File: config.mk
export PLATFORM = sky130hd
export DESIGN_NAME = radio_poll_relay_sequencer_core_flat
export DESIGN_NICKNAME = d
export VERILOG_FILES = /design/src/rtl/rprs_pkg.sv /design/src/rtl/rprs_item_if.sv /design/src/rtl/rprs_result_if.sv /design/src/rtl/radio_poll_relay_sequencer_core.sv /design/src/flat_wrapper.sv
export SDC_FILE = /design/constraint.sdc
export NUM_CORES = 2
export LEC_CHECK = 0
export BUFFER_PORTS_ARGS = -buffer_cell sky130_fd_sc_hd__buf_2
export CAP_MARGIN = 20
export CORE_ASPECT_RATIO = 1.4
export CORE_MARGIN = 2
export CORE_UTILIZATION = 67
export DETAILED_ROUTE_END_ITERATION = 7
export MAX_ROUTING_LAYER = met4
export PLACE_DENSITY = 0.85
export SETUP_SLACK_MARGIN = 0.5
export SLEW_MARGIN = 15
export SYNTH_ARGS = -nofsm -noshare
export SYNTH_HDL_FRONTEND = slang
export SYNTH_SLANG_ARGS = --single-unit
File: constraint.sdc
create_clock -name clk -period 8.6 [get_ports clk]
set_input_delay 1.72 -clock clk [delete_from_list [all_inputs] [get_ports clk]]
set_output_delay 1.72 -clock clk [all_outputs]
set_load 0.01 [all_outputs]
File: src/rtl/rprs_pkg.sv
package rprs_pkg;

	localparam int NODE_COUNT    = 8;
	localparam int TABLE_DEPTH   = 8;
	localparam int PAYLOAD_BYTES = 5;

	localparam logic [7:0] SLAVE_LISTEN_TICKS = 8'd200;
	localparam logic [7:0] SLAVE_SEND_TICKS   = 8'd3;

	localparam logic [7:0] SEND_TIMEOUT_RESET  = 8'd15;
	localparam logic [7:0] REPLY_TIMEOUT_RESET = 8'd20;

	typedef logic [PAYLOAD_BYTES-1:0][7:0] entry_t;

	typedef enum logic [2:0] {
		CMD_NONE       = 3'd0,
		CMD_TRANSMIT   = 3'd1,
		CMD_LISTEN     = 3'd2,
		CMD_RETRANSMIT = 3'd3,
		CMD_REINIT     = 3'd4,
		CMD_FETCH      = 3'd5
	} cmd_t;

	typedef enum logic [1:0] {
		KIND_TICK       = 2'd0,
		KIND_HOST_WRITE = 2'd1,
		KIND_HOST_READ  = 2'd2
	} kind_t;

	typedef enum logic [1:0] {
		REG_ROLE          = 2'd0,
		REG_OWN_NODE      = 2'd1,
		REG_SEND_TIMEOUT  = 2'd2,
		REG_REPLY_TIMEOUT = 2'd3
	} cfg_reg_t;

	typedef enum logic [3:0] {
		PH_P0 = 4'b0001,
		PH_P1 = 4'b0010,
		PH_P2 = 4'b0100,
		PH_P3 = 4'b1000
	} phase_t;

	typedef struct packed {
		logic [1:0] kind;
		logic       sent_done;
		logic       retry_exhausted;
		logic       reply_ready;
		logic [7:0] rx_byte_a;
		logic [7:0] rx_byte_b;
		logic [7:0] rx_byte_c;
		logic [7:0] rx_byte_d;
		logic [7:0] rx_byte_e;
		logic [2:0] table_node;
		logic [2:0] table_index;
		logic [7:0] table_value;
	} item_t;

	typedef struct packed {
		logic [2:0] radio_cmd;
		logic [2:0] target_node;
		logic [7:0] tx_byte_a;
		logic [7:0] tx_byte_b;
		logic [7:0] tx_byte_c;
		logic [7:0] tx_byte_d;
		logic [7:0] tx_byte_e;
		logic [7:0] read_data;
		logic       led_on;
	} result_t;

endpackage

File: src/rtl/rprs_item_if.sv
interface rprs_item_if;
	logic           valid;
	logic           ready;
	rprs_pkg::item_t payload;

	modport source (output valid, output payload, input ready);
	modport sink (input valid, input payload, output ready);
endinterface

File: src/rtl/rprs_result_if.sv
interface rprs_result_if;
	logic             valid;
	logic             ready;
	rprs_pkg::result_t payload;

	modport source (output valid, output payload, input ready);
	modport sink (input valid, input payload, output ready);
endinterface

File: src/rtl/radio_poll_relay_sequencer_core.sv
// polled packet-radio link sequencer
// item channel (valid/ready): one beat is a radio tick, a host write of one
// transmit table byte, or a host read of one receive table byte
// result channel (valid/ready): exactly one beat per item, carrying the radio
// command, its node, the transmit payload, the read byte and the led state
// config port: cfg_wr_en with cfg_index and cfg_data writes one register
// (role, own node, send timeout, reply timeout) in the cycle it is high
// a beat taken is held in the input stage; its result is then registered
// throughput: one item per cycle while results are taken; the whole state
// update of an item is one pass of logic between the input stage and the
// result register
// a result waiting on a stalled receiver does not block the input stage, so
// one more item is taken; after that ready drops until the result is taken
// reset clears both payload tables, the sequencer state, the led and the
// registers to their defaults; timeouts return to 15 and 20 ticks
module radio_poll_relay_sequencer_core (
	input  logic                 clk,
	input  logic                 arst_n,
	rprs_item_if.sink            item,
	rprs_result_if.source        result,
	input  logic                 cfg_wr_en,
	input  logic [1:0]           cfg_index,
	input  logic [7:0]           cfg_data
);

	logic       role_q;
	logic [2:0] own_node_q;
	logic [7:0] send_to_q;
	logic [7:0] reply_to_q;

	rprs_pkg::phase_t phase_q, phase_d;
	logic [2:0]       node_q, node_d;
	logic [7:0]       wait_q, wait_d;
	logic             led_q, led_d;

	rprs_pkg::entry_t tx_q [rprs_pkg::TABLE_DEPTH];
	rprs_pkg::entry_t rx_q [rprs_pkg::TABLE_DEPTH];

	rprs_pkg::item_t   item_s1;
	logic              item_valid_s1;
	rprs_pkg::result_t res_q, res_d;
	logic              res_valid_q;
	logic              advance;

	logic             relay_en;
	logic             rx_wr_en;
	logic [2:0]       rx_wr_addr;
	logic             rx_clr;
	logic             host_wr;
	rprs_pkg::entry_t rx_entry;
	rprs_pkg::entry_t tx_sel;
	logic [7:0]       wait_inc;
	logic [3:0]       node_inc;
	logic [2:0]       next_node;

	assign advance      = item_valid_s1 && (!res_valid_q || result.ready);
	assign item.ready   = !item_valid_s1 || advance;
	assign result.valid = res_valid_q;
	assign result.payload = res_q;

	always_ff @(posedge clk or negedge arst_n) begin
		if (!arst_n) begin
			role_q     <= 1'b0;
			own_node_q <= 3'd0;
			send_to_q  <= rprs_pkg::SEND_TIMEOUT_RESET;
			reply_to_q <= rprs_pkg::REPLY_TIMEOUT_RESET;
		end else if (cfg_wr_en) begin
			case (cfg_index)
				rprs_pkg::REG_ROLE:          role_q     <= cfg_data[0];
				rprs_pkg::REG_OWN_NODE:      own_node_q <= cfg_data[2:0];
				rprs_pkg::REG_SEND_TIMEOUT:  send_to_q  <= cfg_data;
				rprs_pkg::REG_REPLY_TIMEOUT: reply_to_q <= cfg_data;
				default: ;
			endcase
		end
	end

	// input stage
	always_ff @(posedge clk or negedge arst_n) begin
		if (!arst_n) begin
			item_valid_s1 <= 1'b0;
		end else if (item.valid && item.ready) begin
			item_valid_s1 <= 1'b1;
		end else if (advance) begin
			item_valid_s1 <= 1'b0;
		end
	end

	always_ff @(posedge clk) begin
		if (item.valid && item.ready) begin
			item_s1 <= item.payload;
		end
	end

	assign rx_entry = {item_s1.rx_byte_e, item_s1.rx_byte_d, item_s1.rx_byte_c,
		item_s1.rx_byte_b, item_s1.rx_byte_a};
	assign wait_inc  = wait_q + 8'd1;
	assign node_inc  = {1'b0, node_q} + 4'd1;
	assign next_node = (node_inc >= 4'(rprs_pkg::NODE_COUNT)) ? 3'd1 : node_inc[2:0];
	assign host_wr   = (item_s1.kind == rprs_pkg::KIND_HOST_WRITE)
		&& (item_s1.table_index < 3'(rprs_pkg::PAYLOAD_BYTES));

	always_comb begin
		phase_d    = phase_q;
		node_d     = node_q;
		wait_d     = wait_q;
		led_d      = led_q;
		relay_en   = 1'b0;
		rx_wr_en   = 1'b0;
		rx_wr_addr = 3'd0;
		rx_clr     = 1'b0;
		tx_sel     = '0;
		res_d      = '0;
		res_d.radio_cmd = rprs_pkg::CMD_NONE;

		if (item_s1.kind == rprs_pkg::KIND_TICK) begin
			if (!role_q) begin
				case (phase_q)
					rprs_pkg::PH_P0: begin
						node_d = next_node;
						tx_sel = tx_q[next_node];
						res_d.radio_cmd   = rprs_pkg::CMD_TRANSMIT;
						res_d.target_node = next_node;
						phase_d = rprs_pkg::PH_P1;
					end
					rprs_pkg::PH_P1: begin
						wait_d = wait_inc;
						if (item_s1.sent_done) begin
							res_d.radio_cmd   = rprs_pkg::CMD_LISTEN;
							res_d.target_node = node_q;
							wait_d  = 8'd0;
							phase_d = rprs_pkg::PH_P2;
						end else if (wait_inc == send_to_q) begin
							res_d.radio_cmd   = rprs_pkg::CMD_REINIT;
							res_d.target_node = node_q;
							wait_d  = 8'd0;
							phase_d = rprs_pkg::PH_P0;
						end else if (item_s1.retry_exhausted) begin
							res_d.radio_cmd   = rprs_pkg::CMD_RETRANSMIT;
							res_d.target_node = node_q;
						end
					end
					rprs_pkg::PH_P2: begin
						wait_d = wait_inc;
						if (item_s1.reply_ready) begin
							rx_wr_en   = 1'b1;
							rx_wr_addr = node_q;
							relay_en   = item_s1.rx_byte_a < 8'(rprs_pkg::NODE_COUNT);
							led_d      = !led_q;
							res_d.radio_cmd   = rprs_pkg::CMD_FETCH;
							res_d.target_node = node_q;
							wait_d  = 8'd0;
							phase_d = rprs_pkg::PH_P0;
						end else if (wait_inc == reply_to_q) begin
							res_d.radio_cmd   = rprs_pkg::CMD_REINIT;
							res_d.target_node = node_q;
							wait_d  = 8'd0;
							phase_d = rprs_pkg::PH_P0;
						end
					end
					default: begin
						phase_d = rprs_pkg::PH_P0;
					end
				endcase
			end else begin
				case (phase_q)
					rprs_pkg::PH_P0: begin
						res_d.radio_cmd   = rprs_pkg::CMD_LISTEN;
						res_d.target_node = own_node_q;
						phase_d = rprs_pkg::PH_P1;
					end
					rprs_pkg::PH_P1: begin
						wait_d = wait_inc;
						if (item_s1.reply_ready) begin
							rx_wr_en   = 1'b1;
							rx_wr_addr = 3'd0;
							res_d.radio_cmd   = rprs_pkg::CMD_FETCH;
							res_d.target_node = own_node_q;
							wait_d  = 8'd0;
							phase_d = rprs_pkg::PH_P2;
						end else if (wait_inc == rprs_pkg::SLAVE_LISTEN_TICKS) begin
							rx_clr = 1'b1;
							res_d.radio_cmd   = rprs_pkg::CMD_REINIT;
							res_d.target_node = own_node_q;
							wait_d  = 8'd0;
							phase_d = rprs_pkg::PH_P0;
						end
					end
					rprs_pkg::PH_P2: begin
						tx_sel = tx_q[0];
						res_d.radio_cmd   = rprs_pkg::CMD_TRANSMIT;
						res_d.target_node = own_node_q;
						phase_d = rprs_pkg::PH_P3;
					end
					default: begin
						wait_d = wait_inc;
						if (item_s1.sent_done) begin
							res_d.radio_cmd   = rprs_pkg::CMD_LISTEN;
							res_d.target_node = own_node_q;
							wait_d  = 8'd0;
							phase_d = rprs_pkg::PH_P1;
						end else if (wait_inc == rprs_pkg::SLAVE_SEND_TICKS) begin
							rx_clr = 1'b1;
							res_d.radio_cmd   = rprs_pkg::CMD_REINIT;
							res_d.target_node = own_node_q;
							wait_d  = 8'd0;
							phase_d = rprs_pkg::PH_P0;
						end else if (item_s1.retry_exhausted) begin
							res_d.radio_cmd   = rprs_pkg::CMD_RETRANSMIT;
							res_d.target_node = own_node_q;
						end
					end
				endcase
			end
		end else if (item_s1.kind == rprs_pkg::KIND_HOST_READ) begin
			if (item_s1.table_index < 3'(rprs_pkg::PAYLOAD_BYTES)) begin
				res_d.read_data = rx_q[item_s1.table_node][item_s1.table_index];
			end
		end

		res_d.tx_byte_a = tx_sel[0];
		res_d.tx_byte_b = tx_sel[1];
		res_d.tx_byte_c = tx_sel[2];
		res_d.tx_byte_d = tx_sel[3];
		res_d.tx_byte_e = tx_sel[4];
		res_d.led_on    = led_d;
	end

	always_ff @(posedge clk or negedge arst_n) begin
		if (!arst_n) begin
			phase_q <= rprs_pkg::PH_P0;
			node_q  <= 3'd0;
			wait_q  <= 8'd0;
			led_q   <= 1'b0;
		end else if (advance) begin
			phase_q <= phase_d;
			node_q  <= node_d;
			wait_q  <= wait_d;
			led_q   <= led_d;
		end
	end

	always_ff @(posedge clk or negedge arst_n) begin
		if (!arst_n) begin
			for (int i = 0; i < rprs_pkg::TABLE_DEPTH; i++) begin
				tx_q[i] <= '0;
			end
		end else if (advance) begin
			if (host_wr) begin
				tx_q[item_s1.table_node][item_s1.table_index] <= item_s1.table_value;
			end else if (relay_en) begin
				tx_q[item_s1.rx_byte_a[2:0]] <= rx_entry;
			end
		end
	end

	always_ff @(posedge clk or negedge arst_n) begin
		if (!arst_n) begin
			for (int i = 0; i < rprs_pkg::TABLE_DEPTH; i++) begin
				rx_q[i] <= '0;
			end
		end else if (advance) begin
			if (rx_clr) begin
				for (int i = 0; i < rprs_pkg::TABLE_DEPTH; i++) begin
					rx_q[i] <= '0;
				end
			end else if (rx_wr_en) begin
				rx_q[rx_wr_addr] <= rx_entry;
			end
		end
	end

	// result register
	always_ff @(posedge clk or negedge arst_n) begin
		if (!arst_n) begin
			res_valid_q <= 1'b0;
		end else if (advance) begin
			res_valid_q <= 1'b1;
		end else if (result.ready) begin
			res_valid_q <= 1'b0;
		end
	end

	always_ff @(posedge clk) begin
		if (advance) begin
			res_q <= res_d;
		end
	end

	a_beat_lands: assert property (@(posedge clk) disable iff (!arst_n)
		advance |=> res_valid_q)
		else $error("result beat not registered");

	a_fetch_clears_count: assert property (@(posedge clk) disable iff (!arst_n)
		advance && (res_d.radio_cmd == rprs_pkg::CMD_FETCH) |=> wait_q == 8'd0)
		else $error("wait count not cleared after fetch");

	a_led_only_on_fetch: assert property (@(posedge clk) disable iff (!arst_n)
		advance && (res_d.radio_cmd != rprs_pkg::CMD_FETCH) |=> led_q == $past(led_q))
		else $error("led changed without a reply");

	a_poll_node_nonzero: assert property (@(posedge clk) disable iff (!arst_n)
		advance && !role_q && (item_s1.kind == rprs_pkg::KIND_TICK)
		&& (phase_q == rprs_pkg::PH_P0) |=> node_q != 3'd0)
		else $error("master polled node zero");

endmodule

File: src/flat_wrapper.sv
// flat-port wrapper written by rule: the top's interface ports become plain ports
module radio_poll_relay_sequencer_core_flat 
  (clk, arst_n, cfg_wr_en, cfg_index, cfg_data, item_valid, item_payload, item_ready, result_valid, result_payload, result_ready);
  rprs_item_if item_i ();
  rprs_result_if result_i ();
  input  logic clk;
  input  logic arst_n;
  input  logic cfg_wr_en;
  input  logic [1:0] cfg_index;
  input  logic [7:0] cfg_data;
  input wire logic [$bits(item_i.valid)-1:0] item_valid;
  input wire logic [$bits(item_i.payload)-1:0] item_payload;
  output wire logic [$bits(item_i.ready)-1:0] item_ready;
  output wire logic [$bits(result_i.valid)-1:0] result_valid;
  output wire logic [$bits(result_i.payload)-1:0] result_payload;
  input wire logic [$bits(result_i.ready)-1:0] result_ready;
  assign item_i.valid = item_valid;
  assign item_i.payload = item_payload;
  assign item_ready = item_i.ready;
  assign result_valid = result_i.valid;
  assign result_payload = result_i.payload;
  assign result_i.ready = result_ready;
  radio_poll_relay_sequencer_core u_core (.clk(clk), .arst_n(arst_n), .item(item_i), .result(result_i), .cfg_wr_en(cfg_wr_en), .cfg_index(cfg_index), .cfg_data(cfg_data));
endmodule
# Word-level counts from Yosys, hierarchy flattened
# Index checks and enable logic that the tools add are counted.
[totals] reg_bits=792 word_cells=269 in_bits=74
[op_classes] order_cmp=12 reduce_logical=30 n_mux=90 addsub=2 eq_ne=17 bitwise_logic=7
[op_table] cell="2-to-1 mux 320 bit" count=4
[op_table] cell="bitwise mux 320 bit" count=3
[op_table] cell="2-to-1 mux 40 bit" count=10
[op_table] cell="demux 40 bit (select 3 bit)" count=3
[op_table] cell="binary-select mux 40 bit (select 3 bit)" count=2
[op_table] cell="2-to-1 mux 8 bit" count=11
[op_table] cell="2-to-1 mux 6 bit" count=9
[op_table] cell="2-to-1 mux 4 bit" count=9
[op_table] cell="case mux 6 bit (3 select lines)" count=2
[op_table] cell="case mux 8 bit (2 select lines)" count=2
[op_table] cell="binary-select mux 8 bit (select 3 bit)" count=1
[op_table] cell="demux 8 bit (select 3 bit)" count=1
[op_table] cell="case mux 4 bit (3 select lines)" count=2
[op_table] cell="2-to-1 mux 1 bit" count=23
[op_table] cell="greater-or-equal comparator 4 bit (second input constant)" count=5
[op_table] cell="== test 8 bit" count=2
[op_table] cell="NOT 3 -> 4 bit" count=4
[op_table] cell="2-to-1 mux 3 bit" count=5
[op_table] cell="< comparator 4 x 1 -> 1 bit (second input constant)" count=3
[op_table] cell="AND reduction 2 bit" count=6
[op_table] cell="2-to-1 mux 5 bit" count=2
[op_table] cell="adder 8 x 1 -> 8 bit (second input constant)" count=1
[op_table] cell="== test 8 x 2 -> 1 bit (second input constant)" count=1
[op_table] cell="== test 8 bit (second input constant)" count=1
[op_table] cell="other kinds (26)" count=46

# Depth between registers and ports, before layout
[logic_depth] ltp_word=12 mapped_depth=12 ltp_nobuf=9

# Worst setup path before layout
# Ideal clock, no wire load.
[synth_timing] path_type="in2reg" startpoint="in result_ready" endpoint="reg u_core.rx_q[5] (netlist name)" arrival_time_ns=4.469 setup_slack_ns=3.996 path_stages=8 path_cell_list="nand2b_1 nand2_1 inv_1 and3_1 clkbuf_1 clkbuf_1 clkbuf_1 o21ai_0"
[synth_via] elab_chain_cells=3
[synth_lines] item="from (decl)" line="flat_wrapper.sv:16" text="input wire logic [$bits(result_i.ready)-1:0] result_ready;"
[synth_lines] item="logical OR 1 bit" line="radio_poll_relay_sequencer_core.sv:56" text="assign advance = item_valid_s1 && (!res_valid_q || result.ready);"
[synth_lines] item="logical AND 1 bit" line="radio_poll_relay_sequencer_core.sv:56"
[synth_lines] item="net u_core.advance" line="radio_poll_relay_sequencer_core.sv:43" text="logic advance;"
[synth_lines] item="AND reduction 2 bit (no source line)"
[synth_lines] item="to (signal, indexed assignment)" line="radio_poll_relay_sequencer_core.sv:268" text="rx_q[rx_wr_addr] <= rx_entry;"
[synth_lines] item="to (decl)" line="radio_poll_relay_sequencer_core.sv:37" text="rprs_pkg::entry_t rx_q [rprs_pkg::TABLE_DEPTH];"
# The timed path passes the listed nets, and every way through them passes these cells.
# A chain may end at the register's enable or synchronous reset.

# Worst setup path after layout
[layout_timing] startpoint="reg u_core.wait_q[0]" endpoint="reg u_core.rx_q[70] (netlist name)"
[layout_via] elab_chain_cells=9 elab_cells_between_ends=13
[layout_lines] item="from (decl)" line="radio_poll_relay_sequencer_core.sv:33" text="logic [7:0] wait_q, wait_d;"
[layout_lines] item="from (signal assigned)" line="radio_poll_relay_sequencer_core.sv:238" text="wait_q <= wait_d;"
[layout_lines] item="adder 8 x 1 -> 8 bit *" line="radio_poll_relay_sequencer_core.sv:97" text="assign wait_inc = wait_q + 8'd1;"
[layout_lines] item="== test 8 x 2 -> 1 bit / == test 8 bit (equally long branches)" line="radio_poll_relay_sequencer_core.sv:202, radio_poll_relay_sequencer_core.sv:181"
[layout_lines] item="2-to-1 mux 1 bit (on tied branches)" line="radio_poll_relay_sequencer_core.sv:202, radio_poll_relay_sequencer_core.sv:181"
[layout_lines] item="2-to-1 mux 1 bit (on tied branches)" line="radio_poll_relay_sequencer_core.sv:197, radio_poll_relay_sequencer_core.sv:174"
[layout_lines] item="case mux 1 bit (2 select lines) *" line="radio_poll_relay_sequencer_core.sv:166" text="case (phase_q)"
[layout_lines] item="2-to-1 mux 1 bit *" line="radio_poll_relay_sequencer_core.sv:117" text="if (!role_q) begin"
[layout_lines] item="2-to-1 mux 1 bit *" line="radio_poll_relay_sequencer_core.sv:116" text="if (item_s1.kind == rprs_pkg::KIND_TICK) begin"
[layout_lines] item="nonzero test 2 bit (no source line)"
[layout_lines] item="AND reduction 2 bit (no source line)"
# Mark *: on every way between the ends. The rest lies on a longest branch, timed or not.

==> impl_metrics.yaml <==
power:
  ir_worst_vdd_mv: 0.188
  p_sw_w: 0.00318
  p_sw_frac: 0.325
  p_clk_frac: 0.337
  pwr-share-comb: 0.216
  leakage_nw: 16.4
  internal_power_w: 0.00659
  power.density_nw_per_um2: 234
  seq_power_share: 0.447
timing:
  whs_ps: 480
  fin_crit_ps: 4540
  tns_ps: 0
  hold_viol_final: 0
  fmax_mhz: 220
  grt_setup_unrepaired: "no"
  fin_crit_sh: 0.527
  max_slew_margin: 0.184
  skew_ps: 21.1
  slew_viol_final: 0
  final-setup-viol-count: 0
  tightest_slew_ps: 1220
final_layout:
  fillers: 4106
  final_common_cell: "nand2_1"
  final_cell_mix: "nand2_1 (938), dfrtp_1 (671), nor2_1 (358)"
  postLayoutCoreUtil: 0.727
  syn2layout_area_growth_pct: 7.67
  drive_gt1_frac: 0.116
  finalNetCount: 4200
clock_network:
  hold_buffers: 0
  cts_setup_buffers: 0
  cts.sinks: 792
  cts-buffers-inserted: 77
  clk_path_buf_depth: 3
  root_buffer: "clkbuf_16"
  tritoncts: "yes"
  cts.reportedPaths.clkPinSlew_ps: 60
  cts_resized: 0
  insertion_delay_ps: 640
  htreeDepth: 3
hold_path:
  whs_endpoint: "u_core.tx_q[172]"
  min_path_cells: 2
  holdCritPathClass: "reg2reg"
  worstHoldStart: "u_core.tx_q[172]"
synthesis:
  synth_xor_area_frac: 0.00678
  synth-seq-cells: 792
  synth_fp_nets: 4336
  syn_area_sq_um: 38800
  ys_async_sr_fraction: 0.856
  synthCells: 4259
  synth-simple-area-share: 0.168
  synthAdderAreaFrac: 0.000968
  avgSynthCellArea_sq_um: 9.10
  yosysUniqueCellTypes: 83
  synthMuxAreaShare: 0.0402
  seq_area_frac_synth: 0.526
  synth_top_family_by_area: "compound AO/OA/AOI/OAI gates"
  synth_edf_count: 114
  yosysWarnings: 0
  synth_ff_type: "dfrtp_1"
  synth_compound_gate_area_share: 0.211
worst_setup_path:
  crit_arrival_ps: 4980
  slowest_delay_ps: 920
  critPathCaptureType: "flip-flop"
  startpoint_type: "flip-flop"
  critPathLaunch: "u_core.wait_q[0]"
  reg2reg_depth: 9
  crit_fanout: 121
  crit_path_top_delay_cell: "buf_4"
  reg2reg_slack_ps: 4060
  required_ps: 9050
  regToRegStartpoint: "u_core.wait_q[0]"
  worst-path-buf-inv: 1
  path_cells: "ha_1 -> nand2_1 -> nor3b_1 -> o311ai_1 -> or2_2 -> o22ai_1 -> and3_4 -> buf_4 -> o21ai_0"
  rr_endpoint: "u_core.rx_q[70]"
  worstSetupPathType: "reg2reg"
  path_delay_family: "simple AND/OR/NAND/NOR gates"
detailed_routing:
  routedWlPerCell_microns: 24.3
  drt_iter0_drc: 4724
  ant_nets: 0
  dr.pass1.iters: 8
  post_drt_via_cell_ratio: 6.85
  num_vias: 33746
  route.detailed.drc: 0
  finalWirelength_microns: 120000
global_routing:
  grt_pass1_vias: 32970
  grt_pass1_wl_microns: 187000
  gr-total-overflow: 0
  grt_start_max_net_pins: 175
  globalRouteTotalUtil: 0.413
  antenna_found_initial: 1
floorplanning:
  die_x_microns: 207
  die_h_microns: 289
  rows: 104
  dieArea_sq_um: 59800
  ios: 131
  coreArea_sq_um: 57400
  initial_core_util: 0.676
placed_design:
  io_buffers: 130
  place_congestion: 0.957
  dp_hpwl_microns: 69100
status:
  status: "finished, final reports clean"
flow_run:
  maxCapViolations: 0
[power by group through the flow]
stage / registers (W) / clock network (W) / logic (W)
6_report: 0.00436 / 0.00329 / 0.00211
5_1_grt: 0.00439 / 0.00343 / 0.00225
4_1_cts: 0.00434 / 0.00329 / 0.00204
3_5_place_dp: 0.00441 / 0 / 0.00203
3_3_place_gp: 0.00440 / 0 / 0.00200
2_1_floorplan: 0.00425 / 0 / 0.00145
[how the worst max path moves through the flow]
| stage | cells after the start | end |
|---|---|---|
| 2_1_floorplan | 8 | u_core.rx_q[5] |
| 3_3_place_gp | 8 | u_core.tx_q[280] |
| 3_5_place_dp | 10 | u_core.tx_q[83] |
| 4_1_cts | 9 | u_core.rx_q[181] |
| 5_1_grt | 9 | u_core.rx_q[69] |
| 6_report | 9 | u_core.rx_q[70] |
[cell families (layout without fill, tap and decap cells)]
group / count (synthesis) / in the layout
compound gates: 1367 / 1367
mux: 92 / 92
other cells: 0 / 1
simple gates: 1555 / 1555
buf+inv: 425 / 348
flops: 792 / 792
fa+ha+maj: 3 / 3
xor+xnor: 25 / 25
[final cells by class]
cell class	count	area (sq um)	area share
Timing Repair Buffer	193	1190	0.0285
Tap cell	742	928	0.0222
Antenna cell	1	2.50	0.0000600
Clock buffer	121	2260	0.0543
Sequential cell	792	20400	0.489
Multi-Input combinational cell	3042	16800	0.402
Clock inverter	17	120	0.00288
Inverter	17	63.8	0.00153
[cell usage after synthesis (all sizes together), types with 4 or more instances]
cell    number  area (sq um)
nor3        59           300
a31oi        8          50.1
inv         16          60.1
mux2i        4          40.0
dfrtp      671         16800
mux4        47          1060
nand4       43           269
a21oi      353          1770
dfstp        7           184
a22o        47           412
and3        16           100
a211oi       5          37.5
o31ai        4          30.0
buf        110           639
nand3       23           115
xnor2        9          78.8
o21a         4          31.3
clkbuf     298          1120
and2        50           313
nor2       372          1480
xor2        13           114
o32a         5          50.1
nand2b      11          76.3
nor3b        7          52.6
a221oi      84           736
a22oi      192          1440
edfxtp     114          3420
o21ai      634          3350
nand3b       5          37.5
mux2        41           462
or2          4          25.0
or3          9          56.3
nand2      940          3530
[metrics by stage]
step / cells / cell area (sq um) / worst slack (ps) / total power, W
2_1_floorplan: 4259 / 38800 / 4000 / 0.00570
3_3_place_gp: 4784 / 39300 / 4080 / 0.00640
3_5_place_dp: 4784 / 39300 / 4020 / 0.00644
4_1_cts: 4922 / 41700 / 4280 / 0.00968
5_1_grt: 4925 / 41700 / 3880 / 0.0101
6_report: 4925 / 41700 / 4060 / 0.00976
[routing by layer]
metal	GRT usage	up-vias	wire length, microns
met4	0.266	0	7860
met1	0.508	16041	42000
met2	0.624	2512	55300
met3	0.0881	555	14500
met5	-	-	0
li1	-	14638	-
[registers in the layout, indices dropped and copies added (netlist names), 3 cells and up]
signal	flops
u_core.node_q	3
u_core.rx_q	320
u_core.wait_q	8
u_core.send_to_q	8
u_core.item_s1	59
u_core.tx_q	320
u_core.reply_to_q	8
u_core.result.payload	55
u_core.phase_q	4
u_core.own_node_q	3
[worst reg2reg max path: stages, from the launching register on]
cell and delay [ps]:
dfrtp_1 550, ha_1 390, nand2_1 170, nor3b_1 230, o311ai_1 180, or2_2 370, o22ai_1 380, and3_4 770
buf_4 970, o21ai_0 360
No activity file was read; power rests on OpenSTA's default activity.
